===== config.mk =====
export PLATFORM = sky130hd
export DESIGN_NAME = sgalloc_ctrl
export DESIGN_NICKNAME = d
export VERILOG_FILES = /design/src/rtl/sgalloc_pkg.sv /design/src/rtl/sgalloc_ctrl.sv
export SDC_FILE = /design/constraint.sdc
export NUM_CORES = 1
export LEC_CHECK = 0
export ABC_AREA = 1
export BUFFER_PORTS_ARGS = -buffer_cell sky130_fd_sc_hd__buf_4
export CAP_MARGIN = 20
export CELL_PAD_IN_SITES_DETAIL_PLACEMENT = 0
export CELL_PAD_IN_SITES_GLOBAL_PLACEMENT = 1
export CORE_MARGIN = 2
export CORE_UTILIZATION = 34
export CTS_CLUSTER_DIAMETER = 100
export DETAILED_ROUTE_END_ITERATION = 8
export PLACE_DENSITY = 0.9
export SYNTH_ARGS = -nofsm -noshare
export SYNTH_HDL_FRONTEND = slang
export SYNTH_SLANG_ARGS = --single-unit
export TNS_END_PERCENT = 100

===== constraint.sdc =====
create_clock -name i_clk -period 3.7 [get_ports i_clk]
set_clock_uncertainty 0.1 [all_clocks]
set_input_delay 0.74 -clock i_clk [delete_from_list [all_inputs] [get_ports i_clk]]
set_output_delay 0.74 -clock i_clk [all_outputs]
set_load 0.03 [all_outputs]

===== src/rtl/sgalloc_pkg.sv =====
package sgalloc_pkg;

    localparam int SZ_W = 16;
    localparam logic [SZ_W-1:0] POOL_RST = 16'd4096;

    typedef logic [2:0] t_st;
    localparam t_st ST_OK       = 3'd0;
    localparam t_st ST_NOFIT    = 3'd1;
    localparam t_st ST_NOTALLOC = 3'd2;
    localparam t_st ST_BADSIZE  = 3'd3;
    localparam t_st ST_FULL     = 3'd4;

    typedef logic [1:0] t_cmdc;
    localparam t_cmdc CMD_ALLOC   = 2'd0;
    localparam t_cmdc CMD_FREE    = 2'd1;
    localparam t_cmdc CMD_REALLOC = 2'd2;

    typedef logic [1:0] t_pol;
    localparam t_pol POL_BEST  = 2'd1;
    localparam t_pol POL_WORST = 2'd2;

    typedef logic [4:0] t_op;
    localparam t_op OP_NOP          = 5'd0;
    localparam t_op OP_LOAD         = 5'd1;
    localparam t_op OP_PTR0         = 5'd2;
    localparam t_op OP_FIT_STEP     = 5'd3;
    localparam t_op OP_FIND_STEP    = 5'd4;
    localparam t_op OP_FOUND        = 5'd5;
    localparam t_op OP_ALLOC_EXACT  = 5'd6;
    localparam t_op OP_ALLOC_SPLIT  = 5'd7;
    localparam t_op OP_FREE_MARK    = 5'd8;
    localparam t_op OP_MERGE_NEXT   = 5'd9;
    localparam t_op OP_PTR_PREV     = 5'd10;
    localparam t_op OP_MERGE_PREV   = 5'd11;
    localparam t_op OP_SHRINK_MERGE = 5'd12;
    localparam t_op OP_SHRINK_SPLIT = 5'd13;
    localparam t_op OP_EXTEND       = 5'd14;
    localparam t_op OP_EXTEND_EXACT = 5'd15;
    localparam t_op OP_HOLE_START   = 5'd16;
    localparam t_op OP_HOLE_STEP    = 5'd17;
    localparam t_op OP_OUT_LOAD     = 5'd18;

    typedef logic [1:0] t_rsel;
    localparam t_rsel RSEL_ZERO = 2'd0;
    localparam t_rsel RSEL_ADDR = 2'd1;
    localparam t_rsel RSEL_NA   = 2'd2;

    typedef struct packed {
        t_op   op;
        t_st   st;
        t_rsel rsel;
    } t_dp_cmd;

    typedef struct packed {
        t_cmdc cmdc;
        logic  size_zero;
        logic  size_gt_free;
        logic  ptr_end;
        logic  cand;
        logic  first_pol;
        logic  pick_valid;
        logic  pick_exact;
        logic  full;
        logic  base_eq;
        logic  rd_used;
        logic  f_nz;
        logic  shrink;
        logic  grow;
        logic  next_fits;
        logic  next_exact;
    } t_dp_stat;

endpackage


===== src/rtl/sgalloc_ctrl.sv =====
module sgalloc_ctrl (
    input  logic                  i_clk,
    input  logic                  i_rst_n,
    input  logic                  i_in_valid,
    output logic                  o_in_ready,
    output logic                  o_out_valid,
    input  logic                  i_out_ready,
    input  sgalloc_pkg::t_dp_stat i_dp_stat,
    output sgalloc_pkg::t_dp_cmd  o_dp_cmd
);

    localparam logic [3:0] S_IDLE = 4'd0;
    localparam logic [3:0] S_DISP = 4'd1;
    localparam logic [3:0] S_ACHK = 4'd2;
    localparam logic [3:0] S_AFIT = 4'd3;
    localparam logic [3:0] S_AEND = 4'd4;
    localparam logic [3:0] S_FIND = 4'd5;
    localparam logic [3:0] S_FMARK = 4'd6;
    localparam logic [3:0] S_FNXT = 4'd7;
    localparam logic [3:0] S_FPRV = 4'd8;
    localparam logic [3:0] S_RA   = 4'd9;
    localparam logic [3:0] S_FIN  = 4'd10;
    localparam logic [3:0] S_HOLE = 4'd11;
    localparam logic [3:0] S_DONE = 4'd12;

    logic [3:0]          r_state;
    logic [3:0]          n_state;
    logic                r_move;
    logic                n_move;
    sgalloc_pkg::t_st    r_st;
    sgalloc_pkg::t_st    n_st;
    sgalloc_pkg::t_rsel  r_rsel;
    sgalloc_pkg::t_rsel  n_rsel;
    logic                r_ov;
    logic                next_ok;
    logic                free_path;

    assign next_ok   = !i_dp_stat.ptr_end && !i_dp_stat.rd_used;
    assign free_path = (i_dp_stat.cmdc == sgalloc_pkg::CMD_FREE) || r_move;

    always_comb begin
        n_state       = r_state;
        n_move        = r_move;
        n_st          = r_st;
        n_rsel        = r_rsel;
        o_dp_cmd.op   = sgalloc_pkg::OP_NOP;
        o_dp_cmd.st   = r_st;
        o_dp_cmd.rsel = r_rsel;
        unique case (r_state)
            S_IDLE: begin
                if (i_in_valid) begin
                    o_dp_cmd.op = sgalloc_pkg::OP_LOAD;
                    n_move      = 1'b0;
                    n_state     = S_DISP;
                end
            end
            S_DISP: begin
                unique case (i_dp_stat.cmdc)
                    sgalloc_pkg::CMD_ALLOC, sgalloc_pkg::CMD_REALLOC: begin
                        if (i_dp_stat.size_zero) begin
                            n_st    = sgalloc_pkg::ST_BADSIZE;
                            n_rsel  = sgalloc_pkg::RSEL_ZERO;
                            n_state = S_FIN;
                        end else if (i_dp_stat.cmdc == sgalloc_pkg::CMD_ALLOC) begin
                            n_state = S_ACHK;
                        end else begin
                            n_state = S_FIND;
                        end
                    end
                    sgalloc_pkg::CMD_FREE: n_state = S_FIND;
                    default: begin
                        n_st    = sgalloc_pkg::ST_NOTALLOC;
                        n_rsel  = sgalloc_pkg::RSEL_ZERO;
                        n_state = S_FIN;
                    end
                endcase
            end
            S_ACHK: begin
                if (i_dp_stat.size_gt_free) begin
                    n_st    = sgalloc_pkg::ST_NOFIT;
                    n_rsel  = sgalloc_pkg::RSEL_ZERO;
                    n_state = S_FIN;
                end else begin
                    o_dp_cmd.op = sgalloc_pkg::OP_PTR0;
                    n_state     = S_AFIT;
                end
            end
            S_AFIT: begin
                if (i_dp_stat.ptr_end) begin
                    n_state = S_AEND;
                end else begin
                    o_dp_cmd.op = sgalloc_pkg::OP_FIT_STEP;
                    if (i_dp_stat.cand && i_dp_stat.first_pol) n_state = S_AEND;
                end
            end
            S_AEND: begin
                if (!i_dp_stat.pick_valid) begin
                    n_st    = sgalloc_pkg::ST_NOFIT;
                    n_rsel  = sgalloc_pkg::RSEL_ZERO;
                    n_state = S_FIN;
                end else if (!i_dp_stat.pick_exact && i_dp_stat.full) begin
                    n_st    = sgalloc_pkg::ST_FULL;
                    n_rsel  = sgalloc_pkg::RSEL_ZERO;
                    n_state = S_FIN;
                end else begin
                    o_dp_cmd.op = i_dp_stat.pick_exact ? sgalloc_pkg::OP_ALLOC_EXACT
                                                       : sgalloc_pkg::OP_ALLOC_SPLIT;
                    if (r_move) begin
                        // move: now release the old block
                        n_state = S_FIND;
                    end else begin
                        n_st    = sgalloc_pkg::ST_OK;
                        n_rsel  = sgalloc_pkg::RSEL_NA;
                        n_state = S_FIN;
                    end
                end
            end
            S_FIND: begin
                if (i_dp_stat.ptr_end) begin
                    n_st    = sgalloc_pkg::ST_NOTALLOC;
                    n_rsel  = sgalloc_pkg::RSEL_ZERO;
                    n_state = S_FIN;
                end else if (i_dp_stat.base_eq) begin
                    if (i_dp_stat.rd_used) begin
                        o_dp_cmd.op = sgalloc_pkg::OP_FOUND;
                        n_state     = free_path ? S_FMARK : S_RA;
                    end else begin
                        n_st    = sgalloc_pkg::ST_NOTALLOC;
                        n_rsel  = sgalloc_pkg::RSEL_ZERO;
                        n_state = S_FIN;
                    end
                end else begin
                    o_dp_cmd.op = sgalloc_pkg::OP_FIND_STEP;
                end
            end
            S_FMARK: begin
                o_dp_cmd.op = sgalloc_pkg::OP_FREE_MARK;
                n_state     = S_FNXT;
            end
            S_FNXT: begin
                o_dp_cmd.op = next_ok ? sgalloc_pkg::OP_MERGE_NEXT : sgalloc_pkg::OP_PTR_PREV;
                n_state     = S_FPRV;
            end
            S_FPRV: begin
                if (i_dp_stat.f_nz && !i_dp_stat.rd_used) begin
                    o_dp_cmd.op = sgalloc_pkg::OP_MERGE_PREV;
                end
                n_st    = sgalloc_pkg::ST_OK;
                n_rsel  = r_move ? sgalloc_pkg::RSEL_NA : sgalloc_pkg::RSEL_ADDR;
                n_state = S_FIN;
            end
            S_RA: begin
                n_st    = sgalloc_pkg::ST_OK;
                n_rsel  = sgalloc_pkg::RSEL_ADDR;
                n_state = S_FIN;
                if (i_dp_stat.shrink) begin
                    if (next_ok) begin
                        o_dp_cmd.op = sgalloc_pkg::OP_SHRINK_MERGE;
                    end else if (i_dp_stat.full) begin
                        n_st   = sgalloc_pkg::ST_FULL;
                        n_rsel = sgalloc_pkg::RSEL_ZERO;
                    end else begin
                        o_dp_cmd.op = sgalloc_pkg::OP_SHRINK_SPLIT;
                    end
                end else if (i_dp_stat.grow) begin
                    if (next_ok && i_dp_stat.next_fits) begin
                        o_dp_cmd.op = i_dp_stat.next_exact ? sgalloc_pkg::OP_EXTEND_EXACT
                                                           : sgalloc_pkg::OP_EXTEND;
                    end else begin
                        n_move  = 1'b1;
                        n_state = S_ACHK;
                    end
                end
            end
            S_FIN: begin
                o_dp_cmd.op = sgalloc_pkg::OP_HOLE_START;
                n_state     = S_HOLE;
            end
            S_HOLE: begin
                if (i_dp_stat.ptr_end) begin
                    n_state = S_DONE;
                end else begin
                    o_dp_cmd.op = sgalloc_pkg::OP_HOLE_STEP;
                end
            end
            S_DONE: begin
                if (!r_ov || i_out_ready) begin
                    o_dp_cmd.op = sgalloc_pkg::OP_OUT_LOAD;
                    n_state     = S_IDLE;
                end
            end
            default: n_state = S_IDLE;
        endcase
    end

    always_ff @(posedge i_clk) begin
        if (!i_rst_n) begin
            r_state <= S_IDLE;
            r_move  <= 1'b0;
            r_st    <= sgalloc_pkg::ST_OK;
            r_rsel  <= sgalloc_pkg::RSEL_ZERO;
            r_ov    <= 1'b0;
        end else begin
            r_state <= n_state;
            r_move  <= n_move;
            r_st    <= n_st;
            r_rsel  <= n_rsel;
            if (o_dp_cmd.op == sgalloc_pkg::OP_OUT_LOAD) begin
                r_ov <= 1'b1;
            end else if (i_out_ready) begin
                r_ov <= 1'b0;
            end
        end
    end

    assign o_in_ready  = r_state == S_IDLE;
    assign o_out_valid = r_ov;

endmodule


Yosys cells after proc, flatten, opt, wreduce, memory -nomap -nowiden
Cells that the tools add are included.
- bits in registers: 11
- output and inout port bits: 12
- equal/unequal tests: 28
- mux-type cells: 74
- reduce and logical (&&, ||, !) cells: 20
- operator list (kind ; count):
    4-bit 2-to-1 mux ; 22
    5-bit case mux with 12 select lines ; 1
    4-bit case mux with 13 select lines ; 1
    3-bit 2-to-1 mux ; 15
    5-bit 2-to-1 mux ; 5
    2-bit 2-to-1 mux ; 12
    4-bit == test (second input constant) ; 5
    3-bit case mux with 6 select lines ; 1
    4-bit by 3-bit == test with 1-bit output (second input constant) ; 4
    2-bit != test (second input constant) ; 8
    1-bit 2-to-1 mux ; 12
    3-bit != test (second input constant) ; 4
    2-bit case mux with 6 select lines ; 1
    5-bit AND reduction ; 2
    4-bit by 2-bit == test with 1-bit output (second input constant) ; 2
    4-bit case mux with 2 select lines ; 1
    7-bit AND reduction ; 1
    3-bit case mux with 2 select lines ; 1
    6-bit nonzero test ; 1
    5-bit == test (second input constant) ; 1
    1-bit logical AND ; 5
    4-bit by 1-bit == test with 1-bit output (second input constant) ; 1
    1-bit zero test ; 4
    4-bit zero test ; 1
    9 further kinds ; 11

Logic depth before layout (Yosys ltp)
Gate-level depths: netlist of the first run.
- depth after elaboration: 9
- mapped depth: 11
- mapped depth without buffers: 11

Worst setup path before layout of the first run
No wires, ideal clock.
- path kind: in2out
- start point: input port i_dp_stat[12] (netlist bit)
- end point: output port o_dp_cmd[6] (netlist bit)
- data arrival time: 1.551 ns
- data required time: 2.860 ns
- setup slack: 1.309 ns
- cell stages on the path: 7
- path buffers: 0
- path through: nor2_1 nand2_1 nor2_1 nand2_1 nor2_1 nor3_1 nand3_1
- RTL lines (item ; RTL line ; source):
    start, declared ; sgalloc_ctrl.sv:8 ; input sgalloc_pkg::t_dp_stat i_dp_stat,
    end, declared ; sgalloc_ctrl.sv:9 ; output sgalloc_pkg::t_dp_cmd o_dp_cmd

==> impl_metrics.toml, run 1 <==
[drt]
ant_nets = 0
wl_per_cell_um = 11.75
drt_iter0_markers = 60
vias = 1313
dr.pass1.iters = 5
wl_um = 3209
drcViolationCount = 0
viasPerCell = 4.810

[synth]
ys_warn_count = 0
netlist_area_um2 = 1125
async_reset_ff_frac = 0
synth-seq-cells = 11
ys_seq_area_frac = 0.1958
synth_area_leader_cell = "dfxtp_1"
yosys-top-cells-count = "50 x nand2_1, 25 x inv_1, 25 x nor2_1"
synth_top_area_frac = 0.1958
synth.distinct_cells = 29
yosysMostFrequentCell = "nand2_1"
synthTopCellsByArea = "dfxtp_1 20%, nand2_1 17%, inv_1 8.3%, nor2_1 8.3%, nand3_1 6.2%"
netlist_instances = 193
synth_edf_count = 0
mappedNetlistNets = 214
avgSynthCellArea_um2 = 5.828
synthFlopType = "dfxtp_1"

[global_routing]
grt_usage = 0.1919
grt_pass1_vias = 1220
grt_pass1_wl_um = 5382
overflow = 0
grt_max_degree = 8
antenna_found_initial = 0

[setup_path]
cp.depth = 6
cp-start-kind = "flip-flop"
crit_path_cell_trace = "nand2_4 -> nor2_1 -> nand2_1 -> o21bai_1 -> o211ai_1 -> buf_4"
worstPathMaxFanout = 7
cp_data_required_time_ns = 2.86
end_kind = "output port"
rr_worst_depth = 11
crit_type = "reg2out"
worstPathArrival_ns = 1.81
cpMaxStageDelayCell = "dfxtp_1"
crit_family = "flip-flops"
slowest_delay_ns = 0.56
path_buf_inv = 1

[clocking]
post-cts-setup-buffers = 0
postCtsHoldBufs = 0
worst_skew_pair.late_latency_ns = 0.27
h-tree-depth = 1
post_cts_resized = 0
clock_path_buffers = 2
root_buffer = "clkbuf_4"
cts_tree = "built"
clk_pin_slew_ns = 0.08
numCtsBuffers = 3
cts_sinks = 11

[floorplan]
fp-row-count = 20
die_y_um = 61.52
core_area_um2 = 3103
die_w_um = 61.52
start_util = 0.3625
ios = 33
die-area_um2 = 3784

[sta]
fin_hold_ws_ns = 0.3662
setup-tns-final_ns = 0
rsz0062_at_grt = "no"
fin_crit_ns = 2.651
finalSetupViolCount = 0
finalHoldViolCount = 0
slew-limit-headroom = 0.7371
final_max_slew_viol_count = 0
worst_slew_pin_slew_ns = 0.3938
fin_crit_sh = 0.7165
fmax_mhz = 377.2

[run_status]
status = "complete, no violations"

[power]
peakVddDrop_mv = 0.3450
power_density_nw_per_um2 = 650.1
p_leak_nw = 0.7424

[placement]
dp_hpwl_um = 2763
port_buffers = 32
gp_congestion = 0.9374

[finish]
syn2layout_area_growth_pct = 28.59
final_util = 0.4661
nets = 251
multi_input_area_um2 = 783.3
n_antenna_cell = 0
drive_gt1_frac = 0.2882
seq_area_um2 = 220.2
nFillCells = 355

[run]
cap_viol_max_count = 0

[worst_hold_path]
hold_path_class = "reg2reg"
hold_path_depth = 2
==> logic make-up (layout without fill, tap and decap cells) <==
logic type,count (synthesis),after routing,share of synthesized area
AND/OR/NAND/NOR,121,121,0.5384
buffers and inverters,31,67,0.1079
AO/OA/AOI/OAI,30,30,0.1580
flip-flops,11,11,0.1958
==> sequential cells by signal, summed over array words and instances (netlist names) <==
name         count
r_st             3
r_move           1
r_rsel           2
o_out_valid      1
r_state          4
==> layout by cell type (no fill, tap or decap), drive strengths merged, types with 2 or more instances in the layout <==
master and n:
buf 32, nor2 35, dfxtp 11, nand2 61
nand3 17, nand4 5, o21ai 11, inv 31
o21a 2, clkbuf 4, o211ai 2, a21oi 10
==> worst paths after layout <==
path | start | end | slack, ns
worst min-delay path | r_rsel[0] | r_rsel[0] | 0.37
worst max-delay path | r_state[0] | o_dp_cmd[8] | 1.05
worst min register to register | r_rsel[0] | r_rsel[0] | 0.37
worst max register to register | r_state[1] | r_st[0] | 2.09
==> layout make-up <==
type,count,area share
clock buffers,4,0.01817
inverters,31,0.08391
multi-input cells,151,0.5415
flip-flops and latches,11,0.1522
well taps,44,0.03806
repair buffers,32,0.1661
==> per-layer routing <==
layer | track usage | routed length [um] | up-vias
met5 | 0 | 0 | -
met4 | 0.03040 | 0 | 0
met3 | 0.05042 | 207 | 0
met2 | 0.2992 | 1467 | 40
met1 | 0.2708 | 1535 | 577
li1 | - | - | 696
==> power breakdown <==
group          internal, W  leakage [nW]  total [W]  switching, W
combinational     0.000226         0.638   0.000657      0.000431
clock            0.0000417        0.0150  0.0000852     0.0000435
sequential        0.000152        0.0899   0.000198     0.0000456
total             0.000420         0.742   0.000940      0.000520
==> tightest hold or removal path: stages, from the launching register on <==
cell     delay, ns
dfxtp_1       0.31
nand2_1       0.06
a21oi_1       0.05
==> stage by stage <==
step | setup slack (ns) | cell area, um2 | std cells | power (W)
after global routing | 0.9130 | 1446 | 273 | 0.001033
final | 1.049 | 1446 | 273 | 0.0009403
after detailed placement | 1.049 | 1420 | 269 | 0.0008588
after CTS | 1.050 | 1446 | 273 | 0.0009464
after floorplan | 1.309 | 1125 | 193 | 0.0006798
after global placement | 1.081 | 1420 | 269 | 0.0008596
Note: power is estimated with default switching activity, not from simulation.
==> inputs of run 2 (changes only) <==
ABC_AREA = 0   (was 1)
PLACE_DENSITY = 0.87   (was 0.9)
clock period = 2.4 ns   (was 3.7 ns; I/O delays follow)
==> impl_metrics.toml, run 2 <==
[run_status]
status = "complete, no violations"

[synth]
synth_top_area_frac = 0.1729
async_reset_ff_frac = 0
yosysMostFrequentCell = "a21oi_1"
synth-seq-cells = 11
mappedNetlistNets = 188
synth.distinct_cells = 60
netlist_instances = 167
yosys-top-cells-count = "14 x a21oi_1, 12 x nand2_1, 11 x dfxtp_1, 11 x nor2_1, 10 x o21ai_0"
ys_seq_area_frac = 0.1729
netlist_area_um2 = 1274
ys_warn_count = 0
synthFlopType = "dfxtp_1"
synthTopCellsByArea = "dfxtp_1 17%, a21oi_1 5.5%, buf_6 4.4%, nand2b_1 4.4%, o21ai_0 3.9%"
synth_edf_count = 0
avgSynthCellArea_um2 = 7.627
synth_area_leader_cell = "dfxtp_1"

[finish]
final_common_cell = "buf_4"
nets = 229
multi_input_area_um2 = 935.9
layout_common_cells = "50 x buf_4, 14 x a21oi_1, 12 x nand2_1"
nFillCells = 394
drive_gt1_frac = 0.3768
largest_register_ffs = 4
top_regs = "r_state: 4 flops, r_st: 3 flops, r_rsel: 2 flops"
syn2layout_area_growth_pct = 30.75
seq_area_um2 = 222.7
n_antenna_cell = 0
instances_no_fill = 255
max_flop_register = "r_state"

[power]
power_frac_seq = 0.168
combPwrFrac = 0.720
p_int_w = 0.0008695
p_clk_frac = 0.112
p_leak_nw = 0.6610
p_sw_frac = 0.4778
peakVddDrop_mv = 0.4891
power_density_nw_per_um2 = 999.9
p_switching_w = 0.0007956

[sta]
final_max_slew_viol_count = 0
timing.final.ws_setup_ns = 0.08527
finalHoldViolCount = 0
fin_crit_sh = 0.9645
finalSetupViolCount = 0
worst_slew_pin_slew_ns = 0.4113
setup-tns-final_ns = 0
rsz0062_at_grt = "no"
fmax_mhz = 432.0
fin_crit_ns = 2.315
slew-limit-headroom = 0.7249
fin_hold_ws_ns = 0.3755

[floorplan]
die_y_um = 65.21
die-area_um2 = 4252
start_util = 0.3506
fp-row-count = 22
ios = 33
core_area_um2 = 3633
die_w_um = 65.21

[run]
cap_viol_max_count = 0

[placement]
place_ws_ns = 0.1050
port_buffers = 32
dp.cells = 249
dp_hpwl_um = 2990
gp_congestion = 0.8792

[drt]
dr.pass1.iters = 4
wl_per_cell_um = 15.35
drt_iter0_markers = 61
viasPerCell = 5.537
wl_um = 3915
ant_nets = 0
drcViolationCount = 0
vias = 1412

[setup_path]
cp-start-kind = "flip-flop"
cpMaxStageDelayCell = "dfxtp_1"
slowest_delay_ns = 0.42
rr_startpoint = "r_state[0]"
crit_path_cell_trace = "buf_4 -> nand2_1 -> nor3_2 -> a21oi_1 -> o211ai_1 -> buf_4"
worstPathArrival_ns = 1.73
cpMostUsedCell = "buf_4"
crit_type = "reg2out"
cp_data_required_time_ns = 1.82
crit_start = "r_state[0]"
worstPathMaxFanout = 11
end_kind = "output port"

[clocking]
cts_tree = "built"
clk_pin_slew_ns = 0.05
cts_sinks = 11
postCtsHoldBufs = 0
clock_path_buffers = 2
h-tree-depth = 1
worst_skew_pair.late_latency_ns = 0.24
root_buffer = "clkbuf_8"
numCtsBuffers = 3

[worst_hold_path]
hp-start = "r_st[2]"
hold_path_class = "reg2reg"

[global_routing]
grt_max_degree = 17
grt_usage = 0.1873
overflow = 0
grt_pass1_wl_um = 6299
antenna_found_initial = 0
grt_pass1_vias = 1345
-- run 2: cell families (layout without fill, tap and decap cells) --
group	after synthesis	in the layout	share of synthesized area
AOI/OAI and AO/OA	61	61	0.3586
buffers and inverters	21	61	0.1100
DFF	11	11	0.1729
muxes	1	1	0.008840
and+or+nand+nor	73	73	0.3497
-- run 2: power groups by stage --
| stage | clock (W) | sequential, W | combinational [W] |
|---|---|---|---|
| floorplan | 0 | 0.000300 | 0.000820 |
| global placement | 0 | 0.000276 | 0.00115 |
| detailed placement | 0 | 0.000276 | 0.00115 |
| CTS | 0.000192 | 0.000274 | 0.00116 |
| global route | 0.000201 | 0.000285 | 0.00129 |
| finish | 0.000187 | 0.000280 | 0.00120 |
-- run 2: layout make-up --
type	count	area share
timing repair buffer	50	0.2254
inverter	7	0.01578
tap	48	0.03606
sequential	11	0.1337
clock buffer	4	0.02705
multi-input combinational	135	0.5620
-- run 2: timing repair --
item	4_1_cts	5_1_grt
gates resized for setup	1	6
setup buffers	0	2
pin swaps	0	3
setup endpoints to repair	2	3
-- run 2: path summary, 6_finish.rpt --
check / slack [ns] / depth (start not counted) / endpoint
max: 0.09 / 6 / o_dp_cmd[5]
min reg2reg: 0.38 / 2 / r_st[2]
min: 0.38 / 2 / r_st[2]
max reg2reg: 0.46 / 7 / r_st[1]
-- run 2: per-stage QoR --
stage          instance area (um2)  power, W  utilization
3_3_place_gp                  1580  0.001427       0.4349
5_1_grt                       1665  0.001778       0.4583
4_1_cts                       1632  0.001623       0.4490
2_1_floorplan                 1274  0.001120            -
6_report                      1665  0.001665       0.4583
3_5_place_dp                  1580  0.001421       0.4349
-- run 2: metal layers --
metal / global-route usage / wire (um)
met2: 0.3202 / 1825
met3: 0.04452 / 194
met5: 0 / 0
met1: 0.2422 / 1870
met4: 0.03125 / 25
-- run 2: worst max-delay path: cells and delay by family (launching register included) --
| family | cells | cell delay [ns] |
|---|---|---|
| DFF | 1 | 0.42 |
| AOI/OAI and AO/OA | 2 | 0.24 |
| and+or+nand+nor | 2 | 0.43 |
| buffers and inverters | 2 | 0.41 |
